## src/rtl/evad_pkg.sv

```systemverilog
// Shared types, constants and tables for the energy voice activity detector.
package evad_pkg;

  localparam int DEF_MAX_FRAME_SAMPLES = 1024;
  localparam int DEF_SAMPLE_BITS       = 16;

  localparam int CFG_IDX_W  = 3;
  localparam int CFG_DATA_W = 16;

  localparam logic [15:0] RST_ADAPT_FAST  = 16'd1311;
  localparam logic [15:0] RST_ADAPT_SLOW  = 16'd131;
  localparam logic [15:0] RST_SMOOTHING   = 16'd29491;
  localparam logic [11:0] RST_LOG_SLOPE   = 12'd230;
  localparam logic [15:0] RST_LOG_OFFSET  = 16'hFE80;  // -384
  localparam logic [15:0] RST_LEVEL_FLOOR = 16'hB000;  // -20480
  localparam logic [15:0] RST_LEVEL_CEIL  = 16'hE200;  // -7680

  localparam logic [31:0] FLOOR_RESET = 32'd107374;    // 1e-4 in Q0.30
  localparam logic [31:0] FLOOR_MIN   = 32'd107;       // 1e-7 in Q0.30
  localparam logic signed [18:0] DB_PER_LOG2 = 19'sd197283;
  localparam logic signed [16:0] SNR_MIN     = -17'sd15360;
  localparam logic signed [16:0] LEVEL_MIN   = -17'sd30720;
  localparam logic [21:0] LOG2_2P30 = 22'd1966080;     // 30.0 in Q.16
  localparam logic [30:0] SIG_LIMIT = 31'd720896;      // 22 half steps in Q.16

  typedef enum logic [CFG_IDX_W-1:0] {
    CFG_ADAPT_FAST  = 3'd0,
    CFG_ADAPT_SLOW  = 3'd1,
    CFG_SMOOTHING   = 3'd2,
    CFG_LOG_SLOPE   = 3'd3,
    CFG_LOG_OFFSET  = 3'd4,
    CFG_LEVEL_FLOOR = 3'd5,
    CFG_LEVEL_CEIL  = 3'd6
  } cfg_e;

  typedef enum logic [4:0] {
    ST_IDLE, ST_SQUARE, ST_ACCUM,
    ST_EDIV_GO, ST_EDIV_WAIT, ST_EDIV_END,
    ST_NF_MUL0, ST_NF_MUL1, ST_NF_SUM,
    ST_LOGE_GO, ST_LOGE_WAIT, ST_LOGE_END,
    ST_LOGF_GO, ST_LOGF_WAIT, ST_LOGF_END,
    ST_SNR_MUL, ST_SNR_CLAMP, ST_LVL_MUL, ST_LVL_CLAMP,
    ST_Z_MUL, ST_SIGMOID,
    ST_LP_GO, ST_LP_WAIT, ST_LP_END,
    ST_SM_MUL0, ST_SM_MUL1, ST_SM_SUM
  } state_e;

  typedef enum logic [4:0] {
    OP_NONE, OP_LOAD, OP_SQUARE, OP_ACCUM,
    OP_EDIV_GO, OP_EDIV_END,
    OP_NF_MUL0, OP_NF_MUL1, OP_NF_SUM,
    OP_LOGE_GO, OP_LOGE_END, OP_LOGF_GO, OP_LOGF_END,
    OP_SNR_MUL, OP_SNR_CLAMP, OP_LVL_MUL, OP_LVL_CLAMP,
    OP_Z_MUL, OP_SIGMOID,
    OP_LP_GO, OP_LP_END,
    OP_SM_MUL0, OP_SM_MUL1, OP_SM_SUM
  } op_e;

  typedef struct packed {
    op_e op;
  } cmd_t;

  typedef struct packed {
    logic last;
    logic div_done;
    logic log_done;
    logic lp_direct;
    logic out_free;
  } status_t;

  // logistic sigma at half steps, Q0.16
  function automatic logic [16:0] sig_tab(input logic [4:0] idx);
    logic [16:0] v;
    case (idx)
      5'd0:  v = 17'd32768;
      5'd1:  v = 17'd40793;
      5'd2:  v = 17'd47911;
      5'd3:  v = 17'd53581;
      5'd4:  v = 17'd57724;
      5'd5:  v = 17'd60565;
      5'd6:  v = 17'd62428;
      5'd7:  v = 17'd63615;
      5'd8:  v = 17'd64357;
      5'd9:  v = 17'd64816;
      5'd10: v = 17'd65097;
      5'd11: v = 17'd65269;
      5'd12: v = 17'd65374;
      5'd13: v = 17'd65438;
      5'd14: v = 17'd65476;
      5'd15: v = 17'd65500;
      5'd16: v = 17'd65514;
      5'd17: v = 17'd65523;
      5'd18: v = 17'd65528;
      5'd19: v = 17'd65531;
      5'd20: v = 17'd65533;
      5'd21: v = 17'd65534;
      default: v = 17'd65535;
    endcase
    return v;
  endfunction

endpackage

```

## src/rtl/evad_ctrl.sv

```systemverilog
// Sequencer that walks the datapath through sample and frame-end steps.
module evad_ctrl (
  input  logic              clk_i,
  input  logic              rst_ni,
  input  logic              in_valid_i,
  output logic              in_ready_o,
  input  evad_pkg::status_t status_i,
  output evad_pkg::cmd_t    cmd_o
);
  import evad_pkg::*;

  state_e state_q, state_d;

  always_comb begin
    state_d = state_q;
    case (state_q)
      ST_IDLE:       if (in_valid_i) state_d = ST_SQUARE;
      ST_SQUARE:     state_d = ST_ACCUM;
      ST_ACCUM:      state_d = status_i.last ? ST_EDIV_GO : ST_IDLE;
      ST_EDIV_GO:    state_d = ST_EDIV_WAIT;
      ST_EDIV_WAIT:  if (status_i.div_done) state_d = ST_EDIV_END;
      ST_EDIV_END:   state_d = ST_NF_MUL0;
      ST_NF_MUL0:    state_d = ST_NF_MUL1;
      ST_NF_MUL1:    state_d = ST_NF_SUM;
      ST_NF_SUM:     state_d = ST_LOGE_GO;
      ST_LOGE_GO:    state_d = ST_LOGE_WAIT;
      ST_LOGE_WAIT:  if (status_i.log_done) state_d = ST_LOGE_END;
      ST_LOGE_END:   state_d = ST_LOGF_GO;
      ST_LOGF_GO:    state_d = ST_LOGF_WAIT;
      ST_LOGF_WAIT:  if (status_i.log_done) state_d = ST_LOGF_END;
      ST_LOGF_END:   state_d = ST_SNR_MUL;
      ST_SNR_MUL:    state_d = ST_SNR_CLAMP;
      ST_SNR_CLAMP:  state_d = ST_LVL_MUL;
      ST_LVL_MUL:    state_d = ST_LVL_CLAMP;
      ST_LVL_CLAMP:  state_d = ST_Z_MUL;
      ST_Z_MUL:      state_d = ST_SIGMOID;
      ST_SIGMOID:    state_d = ST_LP_GO;
      ST_LP_GO:      state_d = status_i.lp_direct ? ST_SM_MUL0 : ST_LP_WAIT;
      ST_LP_WAIT:    if (status_i.div_done) state_d = ST_LP_END;
      ST_LP_END:     state_d = ST_SM_MUL0;
      ST_SM_MUL0:    state_d = ST_SM_MUL1;
      ST_SM_MUL1:    state_d = ST_SM_SUM;
      ST_SM_SUM:     if (status_i.out_free) state_d = ST_IDLE;
      default:       state_d = ST_IDLE;
    endcase
  end

  always_comb begin
    in_ready_o = 1'b0;
    cmd_o.op   = OP_NONE;
    case (state_q)
      ST_IDLE: begin
        in_ready_o = 1'b1;
        if (in_valid_i) cmd_o.op = OP_LOAD;
      end
      ST_SQUARE:    cmd_o.op = OP_SQUARE;
      ST_ACCUM:     cmd_o.op = OP_ACCUM;
      ST_EDIV_GO:   cmd_o.op = OP_EDIV_GO;
      ST_EDIV_END:  cmd_o.op = OP_EDIV_END;
      ST_NF_MUL0:   cmd_o.op = OP_NF_MUL0;
      ST_NF_MUL1:   cmd_o.op = OP_NF_MUL1;
      ST_NF_SUM:    cmd_o.op = OP_NF_SUM;
      ST_LOGE_GO:   cmd_o.op = OP_LOGE_GO;
      ST_LOGE_END:  cmd_o.op = OP_LOGE_END;
      ST_LOGF_GO:   cmd_o.op = OP_LOGF_GO;
      ST_LOGF_END:  cmd_o.op = OP_LOGF_END;
      ST_SNR_MUL:   cmd_o.op = OP_SNR_MUL;
      ST_SNR_CLAMP: cmd_o.op = OP_SNR_CLAMP;
      ST_LVL_MUL:   cmd_o.op = OP_LVL_MUL;
      ST_LVL_CLAMP: cmd_o.op = OP_LVL_CLAMP;
      ST_Z_MUL:     cmd_o.op = OP_Z_MUL;
      ST_SIGMOID:   cmd_o.op = OP_SIGMOID;
      ST_LP_GO:     cmd_o.op = OP_LP_GO;
      ST_LP_END:    cmd_o.op = OP_LP_END;
      ST_SM_MUL0:   cmd_o.op = OP_SM_MUL0;
      ST_SM_MUL1:   cmd_o.op = OP_SM_MUL1;
      ST_SM_SUM:    if (status_i.out_free) cmd_o.op = OP_SM_SUM;
      default:      cmd_o.op = OP_NONE;
    endcase
  end

  always_ff @(posedge clk_i or negedge rst_ni) begin
    if (!rst_ni) begin
      state_q <= ST_IDLE;
    end else begin
      state_q <= state_d;
    end
  end
endmodule

```

## config.mk

```make
export PLATFORM = sky130hd
export DESIGN_NAME = evad_ctrl
export DESIGN_NICKNAME = d
export VERILOG_FILES = /design/src/rtl/evad_pkg.sv /design/src/rtl/evad_ctrl.sv
export SDC_FILE = /design/constraint.sdc
export NUM_CORES = 1
export LEC_CHECK = 0
export ABC_CLOCK_PERIOD_IN_PS = 1850
export BUFFER_PORTS_ARGS = -buffer_cell sky130_fd_sc_hd__buf_2
export CELL_PAD_IN_SITES_DETAIL_PLACEMENT = 0
export CELL_PAD_IN_SITES_GLOBAL_PLACEMENT = 1
export CORE_MARGIN = 8
export CORE_UTILIZATION = 38
export CTS_CLUSTER_DIAMETER = 100
export DETAILED_ROUTE_END_ITERATION = 12
export PLACE_DENSITY_LB_ADDON = 0.1
export SYNTH_ARGS = -nofsm -noshare
export SYNTH_HDL_FRONTEND = slang
export SYNTH_SLANG_ARGS = --single-unit
```

## constraint.sdc

```tcl
create_clock -name clk_i -period 1.85 [get_ports clk_i]
set_clock_uncertainty 0.05 [all_clocks]
set_input_delay 0.2775 -clock clk_i [delete_from_list [all_inputs] [get_ports clk_i]]
set_output_delay 0.2775 -clock clk_i [all_outputs]
set_load 0.02 [all_outputs]
```

**Word-level counts from Yosys, hierarchy flattened**

Cells that the tools add are included.

- Logic and storage cells: 48
- Input bits: 8
- Bits in latches: 0
- Flip-flop bits (word level): 5
- Bits in read-only memories: 0
- Output and inout bits: 6
- Bits in writable memories: 0
- Memories kept: 0

- Reduce and logical (&&, ||, !) cells: 2
- Add/subtract/negate cells: 0
- Multiply operators: 0
- Bitwise logic cells: 0
- Divide/modulo/power cells: 0
- $lt $le $gt $ge: 0
- Shift-type cells: 0
- Eq/ne operators: 32
- Multiplexer cells: 13

Operator list:

| operator | count |
|---|---|
| $pmux W5 S27 | 1 |
| $pmux W5 S23 | 1 |
| $eq A5 B5 Y1 const B | 11 |
| $eq A5 B4 Y1 const B | 8 |
| $mux W5 | 7 |
| $eq A5 B3 Y1 const B | 4 |
| $ne A2 B2 Y1 const B | 6 |
| $eq A5 B2 Y1 const B | 2 |
| $reduce_and A6 Y1 | 1 |
| $eq A5 B1 Y1 const B | 1 |
| $logic_not A5 Y1 | 1 |
| $mux W4 | 1 |
| $mux W1 | 2 |
| $mux W2 | 1 |

**Longest topological paths before layout**

- Depth after elaboration: 3
- Depth in mapped cells: 6
- Depth with buffers taken out: 4

**Worst setup path after synthesis**

OpenSTA, ideal clock, no wires.

- Path type: reg-to-output
- From: register state_q[2]
- To: output port cmd_o[0] (netlist bit)
- Slack: -0.049 ns
- Buffers on the path: 1
- Data required time: 1.522 ns
- Stages on the path, launching flop included: 6
- Data arrival time: 1.571 ns
- Path through: dfrtp_1 > buf_4 > or2_4 > o21a_1 > o221a_2 > o211ai_1

RTL lines:

| item | line | source |
|---|---|---|
| start, declared | evad_ctrl.sv:12 | `state_e state_q, state_d;` |
| start signal, assigned | evad_ctrl.sv:86 | `state_q <= state_d;` |
| end, declared | evad_ctrl.sv:8 | `output evad_pkg::cmd_t cmd_o` |

==> impl_metrics.json <==
{
  "die_area_um2": 3470,
  "ys_ff_latch": 5,
  "finalHoldViolCount": 0,
  "setup_viol": 2,
  "max_freq_mhz": 509,
  "ys_types": 42,
  "clk_latency_ns": 0.25,
  "fp.dieW_um": 58.9,
  "maxCapViolCount": 0,
  "crit_path_end_kind": "primary output",
  "power_switching_mw": 1.05,
  "power_mw": 2.23,
  "syn_inst": 91,
  "min_period_ns": 1.96,
  "grt_pass1_wl_um": 3770,
  "yosys-top-cells-area": "dfrtp_1 18%, o21ai_0 7.1%, a21oi_1 5.7%",
  "stdcell_count": 149,
  "die_h_um": 58.9,
  "grt_max_degree": 17,
  "worst_slew_pin_slew_ns": 0.367,
  "met1_length_um": 980,
  "cts_root_buf": "clkbuf_4",
  "gr-total-overflow": 0,
  "finalWirelength_um": 2310,
  "num_antenna_cells": 0,
  "grt_pass1_vias": 799,
  "rows": 15,
  "port_buffers": 13,
  "vias": 821,
  "syn_area_um2": 701,
  "clk_path_buf_depth": 2,
  "max_slew_margin": 0.756,
  "p_int_mw": 1.18,
  "violations": "negative setup slack",
  "cts_made_buffers": 3,
  "required_ns": 1.52,
  "yosysWarnings": 0,
  "multi_input_area_um2": 517,
  "path_max_fanout": 4,
  "fin_crit_sh": 1.06,
  "rsz0062_at_grt": "yes",
  "drive_above_1_share": 0.460,
  "htree_levels": 1,
  "yosys.area.top_type": "dfrtp_1",
  "synth_top_area_share": 0.179,
  "comb_power_share": 0.823,
  "finish.utilization": 0.591,
  "largest_register_ffs": 5,
  "holdWs_ns": 0.340,
  "crit_chain": "or2_4 > o21a_1 > o221a_2 > o211ai_1 > buf_4",
  "dp_hpwl_um": 1630,
  "cts_tree": "built",
  "crit_slowest_cell": "dfrtp_1",
  "yosysSeqAreaShare": 0.179,
  "gr-usage-all-layers": 0.137,
  "seq_power_share": 0.119,
  "seqCellArea_um2": 128,
  "clkSlewWorstSetupHoldPaths_ns": 0.05,
  "r2r_start": "state_q[2]",
  "avgSynthCellArea_um2": 7.70,
  "maxSlewViolCount": 0,
  "initial_core_util": 0.406,
  "p_per_area_nw_per_um2": 2180,
  "reg_top3": "state_q x5",
  "wl_met3_um": 148,
  "first_pass_iters": 5,
  "synth_fp_nets": 99,
  "gp_congestion": 0.846,
  "antenna_left": 0,
  "outcome": "complete, but fails checks",
  "drc_errors": 0,
  "clkPwrFrac": 0.058,
  "coreArea_um2": 1730,
  "n_fill_cell": 169,
  "highest_layer": "met4",
  "fin_nets": 133,
  "dp.cells": 137,
  "top_register": "state_q",
  "avgViaCountPerCell": 5.51,
  "first_iter_violations": 16,
  "cp-start-kind": "register",
  "area_delta_synth_final_pct": 45.7,
  "cp-startpoint": "state_q[0]",
  "antenna_found_initial": 0,
  "criticalPathCategory": "reg -> out",
  "peakVddDrop_mv": 1.62,
  "io_pins": 14,
  "clkSinkCount": 5,
  "critical_path_arrival_ns": 1.64,
  "hold_class": "in -> async",
  "power_leakage_nw": 0.437,
  "wire_per_inst_um": 15.5,
  "fin_ws_ns": -0.114,
  "met2_length_um": 1140,
  "switching_share": 0.472,
  "slowest_delay_ns": 0.41
}
-- layer usage --
layer	vias up	global-route usage
met5	-	0
met2	21	0.221
li1	411	-
met1	385	0.165
met3	4	0.0413
met4	0	0.0546
-- cells in the final DEF, fill, tap and decap left out, types with 2 or more instances in the layout --
cell	count
clkbuf_4	3
a31oi_1	2
o211ai_1	3
nand2b_1	3
buf_6	3
nor3_1	2
nand2_1	4
buf_4	25
o21ai_0	7
o21ai_1	2
o32ai_1	3
dfrtp_2	2
nand3_1	2
nor2_1	3
xnor2_1	3
inv_1	4
buf_2	9
a21oi_2	2
inv_2	2
dfrtp_1	3
a21oi_1	7
nor2b_1	2
-- critical path: cells and delay by family (launching register included) --
| family | cells | cell delay [ns] |
|---|---|---|
| AO/OA/AOI/OAI | 3 | 0.58 |
| buffers and inverters | 1 | 0.17 |
| flip-flops | 1 | 0.41 |
| AND/OR/NAND/NOR | 1 | 0.25 |
-- power groups by stage --
stage | Clock [mW] | Combinational, mW | Sequential [mW]
floorplan | 0 | 1.11 | 0.206
global placement | 0 | 1.57 | 0.266
detailed placement | 0 | 1.57 | 0.266
CTS | 0.132 | 1.64 | 0.261
global route | 0.139 | 1.98 | 0.277
finish | 0.128 | 1.83 | 0.265
-- cell type report --
cell class,count,share of cell area
timing repair buffer,39,0.290
sequential,5,0.125
multi-input combinational,70,0.506
clock buffer,4,0.0257
inverter,6,0.0221
tap,25,0.0306
-- per-stage QoR --
stage / setup WS (ns) / instance area [µm²] / setup TNS [ns]
2_1_floorplan: -0.0276 / 704 / -0.0276
3_3_place_gp: 0.0842 / 888 / 0
3_5_place_dp: 0.0709 / 888 / 0
4_1_cts: -0.124 / 940 / -0.293
5_1_grt: -0.216 / 1020 / -0.531
6_report: -0.114 / 1020 / -0.169
-- cell families (layout without fill, tap and decap cells) --
| family | after synthesis | in the layout | share of synthesized area |
|---|---|---|---|
| buffers and inverters | 16 | 49 | 0.113 |
| multiplexers | 3 | 3 | 0.0518 |
| flip-flops | 5 | 5 | 0.179 |
| AO/OA/AOI/OAI | 38 | 38 | 0.371 |
| AND/OR/NAND/NOR | 25 | 25 | 0.236 |
| XOR/XNOR | 4 | 4 | 0.0500 |
-- final timing paths --
check,to,slack [ns],depth (start not counted)
worst max-delay path,cmd_o[0],-0.11,5
worst min register to register,state_q[3],0.71,2
max in group asynchronous,state_q[3],1.26,2
worst max register to register,state_q[3],0.08,6
min in group clk_i,state_q[2],0.39,4
worst min-delay path,state_q[0],0.34,2
-- Yosys cell counts --
cell type / count
nand3b_1: 1
a31oi_1: 2
o221ai_1: 1
a22oi_1: 1
inv_1: 6
o31ai_1: 1
mux2i_1: 1
or2_4: 1
nand2_1: 4
nand3_1: 2
buf_4: 1
a211oi_1: 1
and3_1: 1
or4b_1: 1
nor2b_1: 2
a221oi_2: 1
a41oi_1: 1
o32ai_1: 3
nand2b_1: 4
xor2_1: 1
o2111ai_1: 1
o2bb2ai_1: 1
o21ai_0: 10
a32oi_1: 1
mux2_4: 1
nor4_4: 1
clkbuf_1: 2
o211ai_1: 3
or2b_1: 1
mux2_2: 1
buf_2: 6
buf_6: 1
o221a_2: 1
o21a_1: 1
a21oi_2: 1
nor2_1: 3
nor3_1: 2
dfrtp_1: 5
or3_1: 1
a21oi_1: 8
xnor2_1: 3
or4b_4: 1
-- repair_timing --
action,4_1_cts,5_1_grt
endpoints found under the hold margin,5,0
hold buffers,1,0
setup endpoints to repair,4,5
buffers inserted,1,6
pin swaps,2,0
gates resized for setup,7,11
Power figures use the tool's default switching activity.
